### src/rtl/glr_pkg.sv
// ----------------------------------------------------------------------------
// glr_pkg: shared types and constants for the glyph line rasterizer
// Transaction payloads, sequencer control word, microcode program and glyph
// codes.
// ----------------------------------------------------------------------------
package glr_pkg;

   localparam int COORD_BITS = 6;
   localparam int CFG_BITS   = 7;
   localparam int CSR_IDX_BITS = 1;
   localparam int GLYPH_BITS = 7;
   localparam int ERR_BITS   = COORD_BITS + 3;
   localparam int E2_BITS    = ERR_BITS + 1;
   localparam int PROD_BITS  = COORD_BITS + 12;
   localparam int CMP_BITS   = (COORD_BITS > CFG_BITS) ? COORD_BITS + 1 : CFG_BITS + 1;
   localparam int STEP_BITS  = 3;

   localparam logic [CSR_IDX_BITS-1:0] CSR_GRID_COLS = CSR_IDX_BITS'(0);
   localparam logic [CSR_IDX_BITS-1:0] CSR_GRID_ROWS = CSR_IDX_BITS'(1);
   localparam logic [CFG_BITS-1:0] GRID_RESET = CFG_BITS'(64);

   localparam logic [GLYPH_BITS-1:0] GLYPH_NONE       = 7'h00;
   localparam logic [GLYPH_BITS-1:0] GLYPH_SPACE      = 7'h20;
   localparam logic [GLYPH_BITS-1:0] GLYPH_DOT        = 7'h2E;
   localparam logic [GLYPH_BITS-1:0] GLYPH_BAR        = 7'h7C;
   localparam logic [GLYPH_BITS-1:0] GLYPH_UNDERSCORE = 7'h5F;
   localparam logic [GLYPH_BITS-1:0] GLYPH_SLASH      = 7'h2F;
   localparam logic [GLYPH_BITS-1:0] GLYPH_BACKSLASH  = 7'h5C;

   localparam int SLOPE_UNIT = 1000;
   localparam int SLOPE_LOW  = 414;
   localparam int SLOPE_HIGH = 2414;

   typedef logic [STEP_BITS-1:0] step_type;

   localparam step_type STEP_WAIT  = STEP_BITS'(0);
   localparam step_type STEP_GLYPH = STEP_BITS'(1);
   localparam step_type STEP_FIRST = STEP_BITS'(2);
   localparam step_type STEP_WALK  = STEP_BITS'(3);
   localparam step_type STEP_EMPTY = STEP_BITS'(4);

   typedef enum logic [1:0] {
      COND_ALWAYS   = 2'd0,
      COND_SAME     = 2'd1,
      COND_NEXT_END = 2'd2
   } cond_type;

   typedef struct packed {
      logic     wait_req;
      logic     calc_glyph;
      logic     advance;
      logic     emit_cell;
      logic     emit_empty;
      logic     need_out;
      cond_type cond;
      step_type jump_step;
      step_type next_step;
   } ucode_type;

   typedef struct packed {
      logic [COORD_BITS-1:0] start_row;
      logic [COORD_BITS-1:0] start_col;
      logic [COORD_BITS-1:0] end_row;
      logic [COORD_BITS-1:0] end_col;
      logic                  erase;
   } req_type;

   typedef struct packed {
      logic [COORD_BITS-1:0] pixel_row;
      logic [COORD_BITS-1:0] pixel_col;
      logic [GLYPH_BITS-1:0] glyph;
      logic                  write_enable;
      logic                  last;
   } rsp_type;

   function automatic ucode_type ucode_rom(input step_type step);
      ucode_type word;
      word = '0;
      word.cond = COND_ALWAYS;
      word.jump_step = STEP_WAIT;
      word.next_step = STEP_WAIT;
      unique case (step)
         STEP_WAIT: begin
            word.wait_req  = 1'b1;
            word.jump_step = STEP_GLYPH;
         end
         STEP_GLYPH: begin
            word.calc_glyph = 1'b1;
            word.cond       = COND_SAME;
            word.jump_step  = STEP_EMPTY;
            word.next_step  = STEP_FIRST;
         end
         STEP_FIRST: begin
            word.advance   = 1'b1;
            word.cond      = COND_NEXT_END;
            word.jump_step = STEP_EMPTY;
            word.next_step = STEP_WALK;
         end
         STEP_WALK: begin
            word.advance   = 1'b1;
            word.emit_cell = 1'b1;
            word.need_out  = 1'b1;
            word.cond      = COND_NEXT_END;
            word.jump_step = STEP_WAIT;
            word.next_step = STEP_WALK;
         end
         STEP_EMPTY: begin
            word.emit_empty = 1'b1;
            word.need_out   = 1'b1;
            word.jump_step  = STEP_WAIT;
         end
         default: begin
            word.jump_step = STEP_WAIT;
         end
      endcase
      return word;
   endfunction

endpackage

### src/rtl/glyph_line_rasterizer.sv
// Sequencing: an accepted line passes through the glyph step and, unless its
// ends coincide, the first step; the walk step then emits its interior cells,
// one per cycle while the output register can take them, and a line with none
// emits one empty result. The next line is accepted once the last is loaded.
// Reset (synchronous, active high) returns the sequencer to its wait step,
// empties the output register and sets both grid bounds to 64.
// ----------------------------------------------------------------------------
// glyph_line_rasterizer
// Microcoded Bresenham line walker that emits one glyph result per interior
// cell of each line transaction (write enabled only inside the grid bounds).
// ----------------------------------------------------------------------------
module glyph_line_rasterizer
   import glr_pkg::*;
(
   input  logic                    clock,
   input  logic                    reset,
   input  logic                    req_valid,
   output logic                    req_ready,
   input  req_type                 req_data,
   output logic                    rsp_valid,
   input  logic                    rsp_ready,
   output rsp_type                 rsp_data,
   input  logic                    csr_we,
   input  logic [CSR_IDX_BITS-1:0] csr_index,
   input  logic [CFG_BITS-1:0]     csr_wdata
);

   step_type                     step_ff, step_in;
   logic [CFG_BITS-1:0]          grid_cols_ff, grid_cols_in;
   logic [CFG_BITS-1:0]          grid_rows_ff, grid_rows_in;
   logic                         rsp_valid_ff, rsp_valid_in;
   rsp_type                      rsp_data_ff, rsp_data_in;

   logic [COORD_BITS-1:0]        row_ff, row_in;
   logic [COORD_BITS-1:0]        col_ff, col_in;
   logic [COORD_BITS-1:0]        target_row_ff, target_row_in;
   logic [COORD_BITS-1:0]        target_col_ff, target_col_in;
   logic [COORD_BITS-1:0]        abs_dr_ff, abs_dr_in;
   logic [COORD_BITS-1:0]        abs_dc_ff, abs_dc_in;
   logic signed [ERR_BITS-1:0]   err_ff, err_in;
   logic                         row_up_ff, row_up_in;
   logic                         col_up_ff, col_up_in;
   logic                         erase_ff, erase_in;
   logic [GLYPH_BITS-1:0]        glyph_ff, glyph_in;

   ucode_type                    uc;
   logic                         out_free;
   logic                         go;
   logic                         out_load;
   logic                         cond_true;

   logic signed [E2_BITS-1:0]    e2;
   logic signed [E2_BITS-1:0]    dr_ext;
   logic signed [E2_BITS-1:0]    dc_ext;
   logic                         row_move;
   logic                         col_move;
   logic [COORD_BITS-1:0]        row_next;
   logic [COORD_BITS-1:0]        col_next;
   logic signed [ERR_BITS-1:0]   err_next;
   logic                         next_end;
   logic                         same_cell;
   logic                         in_bounds;

   logic [PROD_BITS-1:0]         dc_scaled;
   logic [PROD_BITS-1:0]         dr_low;
   logic [PROD_BITS-1:0]         dr_high;
   logic [GLYPH_BITS-1:0]        slope_glyph;

   always_comb begin
      uc       = ucode_rom(step_ff);
      out_free = !rsp_valid_ff || rsp_ready;
      go       = (!uc.wait_req || req_valid) && (!uc.need_out || out_free);
      out_load = go && (uc.emit_cell || uc.emit_empty);
   end

   assign req_ready = uc.wait_req;
   assign rsp_valid = rsp_valid_ff;
   assign rsp_data  = rsp_data_ff;

   // Bresenham step
   always_comb begin
      dr_ext   = $signed({{(E2_BITS-COORD_BITS){1'b0}}, abs_dr_ff});
      dc_ext   = $signed({{(E2_BITS-COORD_BITS){1'b0}}, abs_dc_ff});
      e2       = $signed({err_ff, 1'b0});
      row_move = e2 >= -dc_ext;
      col_move = e2 <= dr_ext;
      row_next = row_ff;
      col_next = col_ff;
      err_next = err_ff;
      if (row_move) begin
         row_next = row_up_ff ? row_ff + 1'b1 : row_ff - 1'b1;
      end
      if (col_move) begin
         col_next = col_up_ff ? col_ff + 1'b1 : col_ff - 1'b1;
      end
      err_next = ERR_BITS'(err_ff - (row_move ? ERR_BITS'(dc_ext) : ERR_BITS'(0))
                                  + (col_move ? ERR_BITS'(dr_ext) : ERR_BITS'(0)));
      next_end  = (row_next == target_row_ff) && (col_next == target_col_ff);
      same_cell = (abs_dr_ff == '0) && (abs_dc_ff == '0);
      in_bounds = (CMP_BITS'(row_ff) < CMP_BITS'(grid_rows_ff))
               && (CMP_BITS'(col_ff) < CMP_BITS'(grid_cols_ff));
   end

   // Slope classification
   always_comb begin
      dc_scaled = PROD_BITS'(abs_dc_ff) * PROD_BITS'(SLOPE_UNIT);
      dr_low    = PROD_BITS'(abs_dr_ff) * PROD_BITS'(SLOPE_LOW);
      dr_high   = PROD_BITS'(abs_dr_ff) * PROD_BITS'(SLOPE_HIGH);
      priority if (same_cell) begin
         slope_glyph = GLYPH_DOT;
      end else if ((abs_dr_ff != '0) && (dc_scaled < dr_low)) begin
         slope_glyph = GLYPH_BAR;
      end else if ((abs_dr_ff == '0) || (dc_scaled > dr_high)) begin
         slope_glyph = GLYPH_UNDERSCORE;
      end else if (row_up_ff != col_up_ff) begin
         slope_glyph = GLYPH_SLASH;
      end else begin
         slope_glyph = GLYPH_BACKSLASH;
      end
   end

   always_comb begin
      unique case (uc.cond)
         COND_ALWAYS:   cond_true = 1'b1;
         COND_SAME:     cond_true = same_cell;
         COND_NEXT_END: cond_true = next_end;
         default:       cond_true = 1'b1;
      endcase
   end

   always_comb begin
      step_in       = step_ff;
      grid_cols_in  = grid_cols_ff;
      grid_rows_in  = grid_rows_ff;
      row_in        = row_ff;
      col_in        = col_ff;
      target_row_in = target_row_ff;
      target_col_in = target_col_ff;
      abs_dr_in     = abs_dr_ff;
      abs_dc_in     = abs_dc_ff;
      err_in        = err_ff;
      row_up_in     = row_up_ff;
      col_up_in     = col_up_ff;
      erase_in      = erase_ff;
      glyph_in      = glyph_ff;
      rsp_data_in   = rsp_data_ff;
      rsp_valid_in  = rsp_valid_ff && !rsp_ready;

      if (csr_we) begin
         unique case (csr_index)
            CSR_GRID_COLS: grid_cols_in = csr_wdata;
            CSR_GRID_ROWS: grid_rows_in = csr_wdata;
            default: ;
         endcase
      end

      if (go) begin
         step_in = cond_true ? uc.jump_step : uc.next_step;
      end

      if (go && uc.wait_req) begin
         row_in        = req_data.start_row;
         col_in        = req_data.start_col;
         target_row_in = req_data.end_row;
         target_col_in = req_data.end_col;
         row_up_in     = req_data.start_row < req_data.end_row;
         col_up_in     = req_data.start_col < req_data.end_col;
         abs_dr_in     = (req_data.end_row > req_data.start_row)
                       ? req_data.end_row - req_data.start_row
                       : req_data.start_row - req_data.end_row;
         abs_dc_in     = (req_data.end_col > req_data.start_col)
                       ? req_data.end_col - req_data.start_col
                       : req_data.start_col - req_data.end_col;
         err_in        = $signed(ERR_BITS'(abs_dr_in)) - $signed(ERR_BITS'(abs_dc_in));
         erase_in      = req_data.erase;
      end

      if (go && uc.calc_glyph) begin
         glyph_in = erase_ff ? GLYPH_SPACE : slope_glyph;
      end

      if (go && uc.advance) begin
         row_in = row_next;
         col_in = col_next;
         err_in = err_next;
      end

      if (out_load) begin
         rsp_valid_in = 1'b1;
         if (uc.emit_cell) begin
            rsp_data_in.pixel_row    = row_ff;
            rsp_data_in.pixel_col    = col_ff;
            rsp_data_in.glyph        = glyph_ff;
            rsp_data_in.write_enable = in_bounds;
            rsp_data_in.last         = next_end;
         end else begin
            rsp_data_in.pixel_row    = '0;
            rsp_data_in.pixel_col    = '0;
            rsp_data_in.glyph        = GLYPH_NONE;
            rsp_data_in.write_enable = 1'b0;
            rsp_data_in.last         = 1'b1;
         end
      end
   end

   always_ff @(posedge clock) begin
      if (reset) begin
         step_ff      <= STEP_WAIT;
         grid_cols_ff <= GRID_RESET;
         grid_rows_ff <= GRID_RESET;
         rsp_valid_ff <= 1'b0;
      end else begin
         step_ff      <= step_in;
         grid_cols_ff <= grid_cols_in;
         grid_rows_ff <= grid_rows_in;
         rsp_valid_ff <= rsp_valid_in;
      end
   end

   always_ff @(posedge clock) begin
      row_ff        <= row_in;
      col_ff        <= col_in;
      target_row_ff <= target_row_in;
      target_col_ff <= target_col_in;
      abs_dr_ff     <= abs_dr_in;
      abs_dc_ff     <= abs_dc_in;
      err_ff        <= err_in;
      row_up_ff     <= row_up_in;
      col_up_ff     <= col_up_in;
      erase_ff      <= erase_in;
      glyph_ff      <= glyph_in;
      rsp_data_ff   <= rsp_data_in;
   end

   a_accept_to_glyph: assert property (@(posedge clock) disable iff (reset)
      (req_valid && req_ready) |=> (step_ff == STEP_GLYPH))
      else $error("accepted transaction did not advance to glyph step");

   a_walk_not_at_end: assert property (@(posedge clock) disable iff (reset)
      (step_ff == STEP_WALK) |-> !((row_ff == target_row_ff) && (col_ff == target_col_ff)))
      else $error("walker reached end cell while still emitting");

   a_empty_result: assert property (@(posedge clock) disable iff (reset)
      (out_load && uc.emit_empty) |=> (rsp_valid_ff && rsp_data_ff.last
                                        && !rsp_data_ff.write_enable))
      else $error("empty line result malformed");

   a_last_returns: assert property (@(posedge clock) disable iff (reset)
      (out_load && rsp_data_in.last) |=> (step_ff == STEP_WAIT))
      else $error("sequencer did not return to wait after last result");

endmodule
### config.mk
export PLATFORM = sky130hd
export DESIGN_NAME = glyph_line_rasterizer
export DESIGN_NICKNAME = d
export VERILOG_FILES = /design/src/rtl/glr_pkg.sv /design/src/rtl/glyph_line_rasterizer.sv
export SDC_FILE = /design/constraint.sdc
export NUM_CORES = 1
export LEC_CHECK = 0
export ABC_AREA = 1
export BUFFER_PORTS_ARGS = -buffer_cell sky130_fd_sc_hd__buf_2
export CAP_MARGIN = 20
export CORE_MARGIN = 3
export CORE_UTILIZATION = 54
export CTS_BUF_LIST = sky130_fd_sc_hd__clkbuf_2 sky130_fd_sc_hd__clkbuf_4 sky130_fd_sc_hd__clkbuf_8
export DETAILED_ROUTE_END_ITERATION = 8
export GPL_TIMING_DRIVEN = 1
export PLACE_DENSITY_LB_ADDON = 0.25
export SLEW_MARGIN = 20
export SYNTH_ARGS = -nofsm -noshare
export SYNTH_HDL_FRONTEND = slang
export SYNTH_SLANG_ARGS = --single-unit
### constraint.sdc
create_clock -name clock -period 6.85 [get_ports clock]
set_input_delay 1.0275 -clock clock [delete_from_list [all_inputs] [get_ports clock]]
set_output_delay 1.0275 -clock clock [all_outputs]
set_load 0.02 [all_outputs]
### After elaboration in Yosys (flattened, before gate mapping)

Cells that the tools add are included.

| word-level totals | value |
|---|---|
| output and inout port bits | 23 |
| RAM bits | 0 |
| memories | 0 |
| logic and storage cells | 118 |
| memory bits (read-only) | 0 |
| latch bits | 0 |
| register bits after elaboration | 94 |

| cells by class | value |
|---|---|
| reductions and logical operators | 31 |
| shift-type cells | 0 |
| divide/modulo/power cells | 0 |
| multiplexer cells | 30 |
| order comparisons | 10 |
| equality and inequality tests | 9 |
| bitwise operators | 1 |
| multiply operators | 3 |
| add/subtract/negate cells | 12 |

Operators by type and width:

| kind | number |
|---|---|
| $mux W6 | 12 |
| $sub A6 B6 Y6 | 4 |
| $mux W7 | 3 |
| $gt A16 B18 Y1 | 1 |
| $mux W9 | 2 |
| $mul A6 B11 Y17 const B | 1 |
| $lt A16 B15 Y1 | 1 |
| $lt A6 B7 Y1 | 2 |
| $mul A6 B8 Y14 const B | 1 |
| $mul A6 B7 Y13 const B | 1 |
| $add A6 B1 Y6 const B | 2 |
| $eq A6 B6 Y1 | 2 |
| $gt A6 B6 Y1 | 2 |
| $logic_not A6 Y1 | 2 |
| $lt A6 B6 Y1 | 2 |
| $sub A6 B1 Y6 const B | 2 |
| $ge A10 B10 Y1 | 1 |
| $le A10 B7 Y1 | 1 |
| $logic_and A1 B1 Y1 | 10 |
| $neg A6 Y10 | 1 |
| $add A9 B7 Y9 | 1 |
| $sub A9 B7 Y9 | 1 |
| $pmux W2 S2 | 2 |
| $reduce_or A2 Y1 | 4 |
| 20 further kinds | 35 |

### Depth between registers and ports, before layout

Gate-level depths: netlist of the first run.

| logic depth | value |
|---|---|
| depth after elaboration | 9 |
| depth in mapped cells | 33 |

### Least setup slack after synthesis of the first run

Ideal clock, no wire load.

| path | value |
|---|---|
| path kind | register to register |
| start point | reg abs_dr_ff[3] |
| end point | reg glyph_ff[1], data pin |
| required time | 6.596 ns |
| path slack | 1.932 ns |
| arrival time | 4.664 ns |
| library setup time | 0.254 ns |
| stages on the path, launching flop included | 24 |
| path through | edfxtp_1 -> fa_1 -> inv_1 -> fa_1 -> fa_1 -> inv_1 -> ha_1 -> a21oi_1 -> nand2_1 -> nand2_1 -> o211ai_1 -> a21o_1 -> nand2_1 -> nand2_1 -> xnor2_1 -> ha_1 -> inv_1 -> nor3_1 -> nand4_1 -> or4_1 -> o2111ai_1 -> nand3_1 -> nand2_1 -> nor2_1 |

| on the way | value |
|---|---|
| cells in the longest elaborated chain, start to end | 6 |
| elaborated cells between the ends (all ways) | 12 |

Ends and longest elaborated chain:

| element | line | source |
|---|---|---|
| start, declared | glyph_line_rasterizer.sv:38 | `logic [COORD_BITS-1:0] abs_dr_ff, abs_dr_in;` |
| start signal, assigned | glyph_line_rasterizer.sv:225 | `abs_dr_ff <= abs_dr_in;` |
| $mul A6 B11 Y17 | glyph_line_rasterizer.sv:108 | `dr_high = PROD_BITS'(abs_dr_ff) * PROD_BITS'(SLOPE_HIGH);` |
| $gt A16 B18 Y1 | glyph_line_rasterizer.sv:113 | `end else if ((abs_dr_ff == '0) \|\| (dc_scaled > dr_high)) begin` |
| $logic_or A1 B1 Y1 | glyph_line_rasterizer.sv:113 |  |
| $mux W7 | glyph_line_rasterizer.sv:113 |  |
| $mux W7 | glyph_line_rasterizer.sv:111 | `end else if ((abs_dr_ff != '0) && (dc_scaled < dr_low)) begin` |
| $mux W4 (*) | glyph_line_rasterizer.sv:109 | `priority if (same_cell) begin` |
| end signal, assigned | glyph_line_rasterizer.sv:231 | `glyph_ff <= glyph_in;` |
| end, declared | glyph_line_rasterizer.sv:44 | `logic [GLYPH_BITS-1:0] glyph_ff, glyph_in;` |

Mark *: on every way between the ends. The rest lies on a longest branch, timed or not.
A chain may end at the register's enable or synchronous reset.

### Final worst setup path of the first run

Ends and elaborated chain as after synthesis.

==> impl_metrics.yaml, run 1 <==
flow_run:
  cap_viol_max_count: 0
sta:
  max_slew_margin: 0.314
  fin_tns_setup_ns: 0
  fin_skew_ns: 0.0160
  setup_viol: 0
  max_slew.worst_pin.slew_ns: 1.03
  fin_crit_sh: 0.787
  rsz0062_at_grt: "false"
  finalHoldViolCount: 0
  finalCriticalPeriod_ns: 5.39
  max_freq_mhz: 185
  drv_slew: 0
layout:
  seq_area_sq_mm: 0.00252
  layout.cells.non_filler: 1493
  area_growth_pct: 7.60
  nFillCells: 1565
  antennaDiodeCount: 0
  multiInputGateArea_sq_mm: 0.00624
  layout-drive-gt1-share: 0.0804
  fin_nets: 1524
  post-route-util: 0.604
clock_network:
  post_cts_buffers: 0
  hold_buffers: 0
  cts_buffers: 9
  clk_path_buf_depth: 2
  cts_root_buf: "clkbuf_8"
  clkLatencyLatePin_ns: 0.40
  cts_tree: "yes"
  cts.htree.levels: 3
  cts.sinks: 90
  clk_pin_slew_ns: 0.09
  cts_resized: 0
floorplanning:
  fp.dieH_um: 141
  start_util: 0.561
  io_pins: 61
  rows: 48
  coreArea_sq_mm: 0.0176
  die_x_um: 141
  die_area_sq_mm: 0.0200
routing:
  wire_per_inst_um: 14.9
  drc: 0
  dr.first_iter.drc_count: 555
  routed_wl_um: 22300
  drt_pre_antenna_iters: 5
  vias_per_cell: 5.24
  final_antenna_net_count: 0
  detailroute.via_count: 7818
synthesis:
  ys_ff_latch: 90
  yosys_warnings: 0
  synth_top_cells_by_area: "ha_1 (22%), edfxtp_1 (22%), inv_1 (10%), fa_1 (9.9%), nand2_1 (7.0%)"
  synth_cells: 1203
  netlist_area_sq_mm: 0.00988
  synth_top_area_share: 0.220
  yosysTopAreaCell: "ha_1"
  yosysSeqAreaShare: 0.255
  synth.avg_cell_area_sq_um: 8.21
  synth_nets: 1464
  synth.distinct_cells: 43
critical_path:
  crit_arrival_ns: 5.55
  crit_slowest_cell: "fa_1"
  cpPeakStageDelay_ns: 0.64
  cp-start-kind: "register"
  end_kind: "register"
  r2r_slack_ns: 1.46
  required_ns: 7.00
  cp_max_fo: 9
  critPathMostFrequentCell: "nand2_1"
  cp_top_family: "adder cells"
  path_class: "reg -> reg"
  critPathBufInv: 3
  cp_cell_sequence: "fa_1 > inv_1 > fa_1 > fa_1 > inv_1 > ha_1 > a21oi_1 > nand2_1 > nand2_1 > o211ai_1 > a21o_1 > nand2_1 > nand2_1 > xnor2_1 > ha_1 > inv_1 > nor3_1 > nand4_1 > or4_1 > o2111ai_1 > nand3_1 > nand2_1 > nor2_1"
hold_path:
  hold_class: "reg -> reg"
global_routing:
  overflow: 0
  top_usage_layer: "met1"
  grt_pass1_vias: 7553
  grtUsageMet3: 0.0401
  grt_pass1_wl_um: 37100
  track_usage: 0.232
  antenna_found_initial: 0
  met2_usage: 0.345
  grt_start_max_net_pins: 29
  grtUsageMet1: 0.355
placed_design:
  hpwl_um: 18600
  dp_cells: 1477
  place.gp.congestion: 0.913
  portBuffers: 60
status:
  status: "complete, no violations"
==> worst register-to-register path: cells and delay by family (launching register included) <==
family          cells  cell delay [ns]
simple gates       10             1.38
xor+xnor            1             0.13
buf+inv             3             0.20
fa+ha+maj           5             2.24
flops               1             0.56
compound gates      4             0.65
==> layout make-up <==
cell class,instances,area share
clock buffers,9,0.0117
clock inverters,7,0.00977
inverters,279,0.0985
multi-input cells,821,0.587
flip-flops and latches,90,0.237
well taps,225,0.0265
repair buffers,62,0.0297
==> registers in the layout, summed over array words and instances, names as in the netlist, 3 cells and up <==
name / count
grid_cols_ff: 7
target_col_ff: 6
col_ff: 6
target_row_ff: 6
step_ff: 3
grid_rows_ff: 7
abs_dc_ff: 6
row_ff: 6
glyph_ff: 5
rsp_data: 19
err_ff: 9
abs_dr_ff: 6
==> kinds of logic after synthesis <==
logic type	after synthesis	share of synthesized area
simple gates	351	0.154
buf+inv	292	0.113
fa+ha+maj	223	0.320
compound gates	190	0.106
flops	90	0.255
xor+xnor	55	0.0488
mux	2	0.00215
==> per-stage QoR <==
stage	instance area [sq um]	setup slack (ns)	hold WS, ns
2_1_floorplan	9880	1.93	0.430
3_3_place_gp	10400	1.64	0.450
3_5_place_dp	10400	1.50	0.453
4_1_cts	10600	1.48	0.469
5_1_grt	10600	1.07	0.489
6_report	10600	1.46	0.464
==> final timing paths <==
kind / end / start / depth (start not counted)
worst max-delay path: glyph_ff[1]$_SDFFCE_PP0P_ / abs_dr_ff[3]$_DFFE_PP_ / 23
worst min register to register: grid_cols_ff[1]$_SDFFE_PP0P_ / grid_cols_ff[1]$_SDFFE_PP0P_ / 2
worst max register to register: glyph_ff[1]$_SDFFCE_PP0P_ / abs_dr_ff[3]$_DFFE_PP_ / 23
worst min-delay path: grid_cols_ff[1]$_SDFFE_PP0P_ / grid_cols_ff[1]$_SDFFE_PP0P_ / 2
==> synthesized netlist by cell type (all sizes together) <==
cell type and instances:
ha 174, fa 49, o31ai 6, buf 7, nor2 65, o21bai 12, nand3b 5, inv 279
a31oi 1, dfxtp 18, or4 1, edfxtp 72, and2 1, mux2 1, nand3 70, or2 2
o211ai 5, nor3 5, o21ai 63, o22ai 4, nand2 191, a21o 4, xor2 35, clkbuf 6
nand4 11, a211oi 2, mux2i 1, xnor2 20, a21oi 88, a21boi 3, o2111ai 1, o21a 1
==> metal layers <==
| layer | wire, um | part of all wire |
|---|---|---|
| met5 | 0 | 0 |
| met4 | 332 | 0.015 |
| met3 | 1170 | 0.052 |
| met2 | 9400 | 0.42 |
| met1 | 11400 | 0.51 |
==> layout by cell type, fill, tap and decap left out, drive strengths merged, types with 20 or more instances in the layout <==
master | netlist | final
fa | 49 | 49
ha | 174 | 174
xor2 | 35 | 35
nand3 | 70 | 70
o21ai | 63 | 63
edfxtp | 72 | 72
inv | 279 | 284
a21oi | 88 | 88
nand2 | 191 | 191
xnor2 | 20 | 20
buf | 7 | 62
nor2 | 65 | 65
Power of run 1 is left out: the tool's default activity adds up to more than one toggle a clock period on the data nets, which glitch-free logic cannot reach.
==> run 2, diff against run 1 <==
==> constraint.sdc (replaced) <==
create_clock -name clock -period 4.8 [get_ports clock]
set_input_delay 0.72 -clock clock [delete_from_list [all_inputs] [get_ports clock]]
set_output_delay 0.72 -clock clock [all_outputs]
set_load 0.02 [all_outputs]
==> impl_metrics.yaml, run 2 (synthesis results as in run 1) <==
critical_path:
  r2r-start: "abs_dr_ff[3]$_DFFE_PP_"
  cp_cell_sequence: "fa_1 > inv_2 > fa_1 > fa_1 > inv_2 > ha_4 > a21oi_2 > nand2_1 > nand2_1 > o211ai_1 > a21o_1 > nand2_1 > nand2_2 > nand2_2 > nand2_2 > xor2_1 > ha_1 > nand2_2 > or4_4 > o2111ai_4 > nand4_1 > nand2_1 > inv_1"
  path_class: "reg -> reg"
  crit_slowest_cell: "fa_1"
  reg2regPathDepth: 23
  cp_max_fo: 3
  cpPeakStageDelay_ns: 0.60
  cp_top_family: "adder cells"
  required_ns: 4.95
  crit_arrival_ns: 5.05
  cp-start-kind: "register"
  rr_endpoint: "glyph_ff[4]$_SDFFCE_PP0P_"
  r2r_slack_ns: -0.1
  critPathBufInv: 3
  end_kind: "register"
layout:
  layout-drive-gt1-share: 0.172
  multiInputGateArea_sq_mm: 0.00653
  area_growth_pct: 16.1
  seq_area_sq_mm: 0.00252
  largest_reg_flops: 19
  nFillCells: 1469
  fin_nets: 1597
  final_cell_mix: "inv_1 (264), nand2_1 (179), ha_1 (162)"
  antennaDiodeCount: 0
  final_common_cell: "inv_1"
clock_network:
  hold_buffers: 0
  cts.htree.levels: 3
  cts_buffers: 9
  clk_path_buf_depth: 2
  cts_tree: "yes"
  cts.sinks: 90
  clk_pin_slew_ns: 0.10
  cts_root_buf: "clkbuf_8"
  clkLatencyLatePin_ns: 0.39
floorplanning:
  io_pins: 61
  die_area_sq_mm: 0.0200
  start_util: 0.561
  die_x_um: 141
  coreArea_sq_mm: 0.0176
  fp.dieH_um: 141
  rows: 48
flow_run:
  cap_viol_max_count: 0
routing:
  dr.first_iter.drc_count: 448
  vias_per_cell: 5.22
  detailroute.via_count: 8176
  wire_per_inst_um: 14.9
  drc: 0
  routed_wl_um: 23300
  drt_pre_antenna_iters: 6
  final_antenna_net_count: 0
global_routing:
  grt_pass1_wl_um: 38500
  antenna_found_initial: 0
  track_usage: 0.238
  grt_start_max_net_pins: 29
  grt_pass1_vias: 8086
  overflow: 0
sta:
  max_slew.worst_pin.slew_ns: 0.984
  fin_crit_sh: 1.02
  fin_skew_ns: 0.0124
  rsz0062_at_grt: "true"
  finalHoldViolCount: 0
  setup_ws_ns: -0.0956
  max_slew_margin: 0.343
  setup_viol: 4
  drv_slew: 0
  finalCriticalPeriod_ns: 4.90
  max_freq_mhz: 204
placed_design:
  place.gp.congestion: 0.931
  portBuffers: 60
  preCtsSetupSlack_ns: -0.179
  hpwl_um: 18900
hold_path:
  min_path_cells: 2
  hold_class: "reg -> reg"
  hold_end: "grid_cols_ff[4]$_SDFFE_PP0P_"
  min_from: "grid_cols_ff[4]$_SDFFE_PP0P_"
status:
  status: "complete, but fails checks"
  violations: "setup timing"
-- run 2: cell count changes in the layout (fill, tap and decap cells not counted), moves of 6 or more --
| cell | before | now |
|---|---|---|
| ha_4 | 0 | 12 |
| a21oi_1 | 86 | 75 |
| a21oi_2 | 2 | 13 |
| nand2_1 | 185 | 179 |
| ha_1 | 174 | 162 |
| inv_2 | 5 | 15 |
| nand2_2 | 6 | 12 |
| buf_4 | 2 | 74 |
| inv_1 | 274 | 264 |
-- run 2: how the worst max path moves through the flow --
| stage | start | end | cells past startpoint |
|---|---|---|---|
| after floorplan | abs_dc_ff[3]$_DFFE_PP_ | glyph_ff[1]$_SDFFCE_PP0P_ | 20 |
| after global routing | abs_dc_ff[0]$_DFFE_PP_ | glyph_ff[4]$_SDFFCE_PP0P_ | 23 |
| final | abs_dr_ff[3]$_DFFE_PP_ | glyph_ff[4]$_SDFFCE_PP0P_ | 23 |
| after global placement | abs_dc_ff[0]$_DFFE_PP_ | glyph_ff[1]$_SDFFCE_PP0P_ | 23 |
| after detailed placement | abs_dc_ff[0]$_DFFE_PP_ | glyph_ff[1]$_SDFFCE_PP0P_ | 23 |
| after CTS | abs_dr_ff[5]$_DFFE_PP_ | glyph_ff[1]$_SDFFCE_PP0P_ | 23 |
-- run 2: tightest hold or removal path: cells and delay by family, from the launching register on --
kind                   cells  cell delay, ns
AOI/OAI and AO/OA          1            0.06
buffers and inverters      1            0.06
DFF                        1            0.31
-- run 2: timing repair --
action	4_1_cts	5_1_grt
pin swaps	18	24
setup buffers	7	6
resized for setup	29	33
setup endpoints to repair	4	7
-- run 2: area by class of cell --
| class | instances | share of cell area |
|---|---|---|
| timing repair buffer | 135 | 0.0756 |
| clock buffer | 9 | 0.0108 |
| clock inverter | 7 | 0.00905 |
| tap | 225 | 0.0245 |
| inverter | 279 | 0.0913 |
| sequential | 90 | 0.220 |
| multi-input combinational | 821 | 0.569 |
-- run 2: through the flow --
stage               hold WS (ns)  instances  utilization  TNS [ns]  cell area, sq um
floorplan                  0.430       1203            -         0              9900
global placement           0.448       1537        0.618   -0.0614             10900
detailed placement         0.456       1537        0.618    -0.493             10900
CTS                        0.472       1560        0.641   -0.0583             11300
global route               0.496       1566        0.652     -1.36             11500
finish                     0.469       1566        0.652    -0.257             11500
-- run 2: layer usage --
metal / track usage / wire length (um)
met1: 0.348 / 11500
met2: 0.379 / 10400
met3: 0.0364 / 1120
met4: 0.0439 / 299
met5: 0 / 0
Power of run 2 is left out for the same reason.
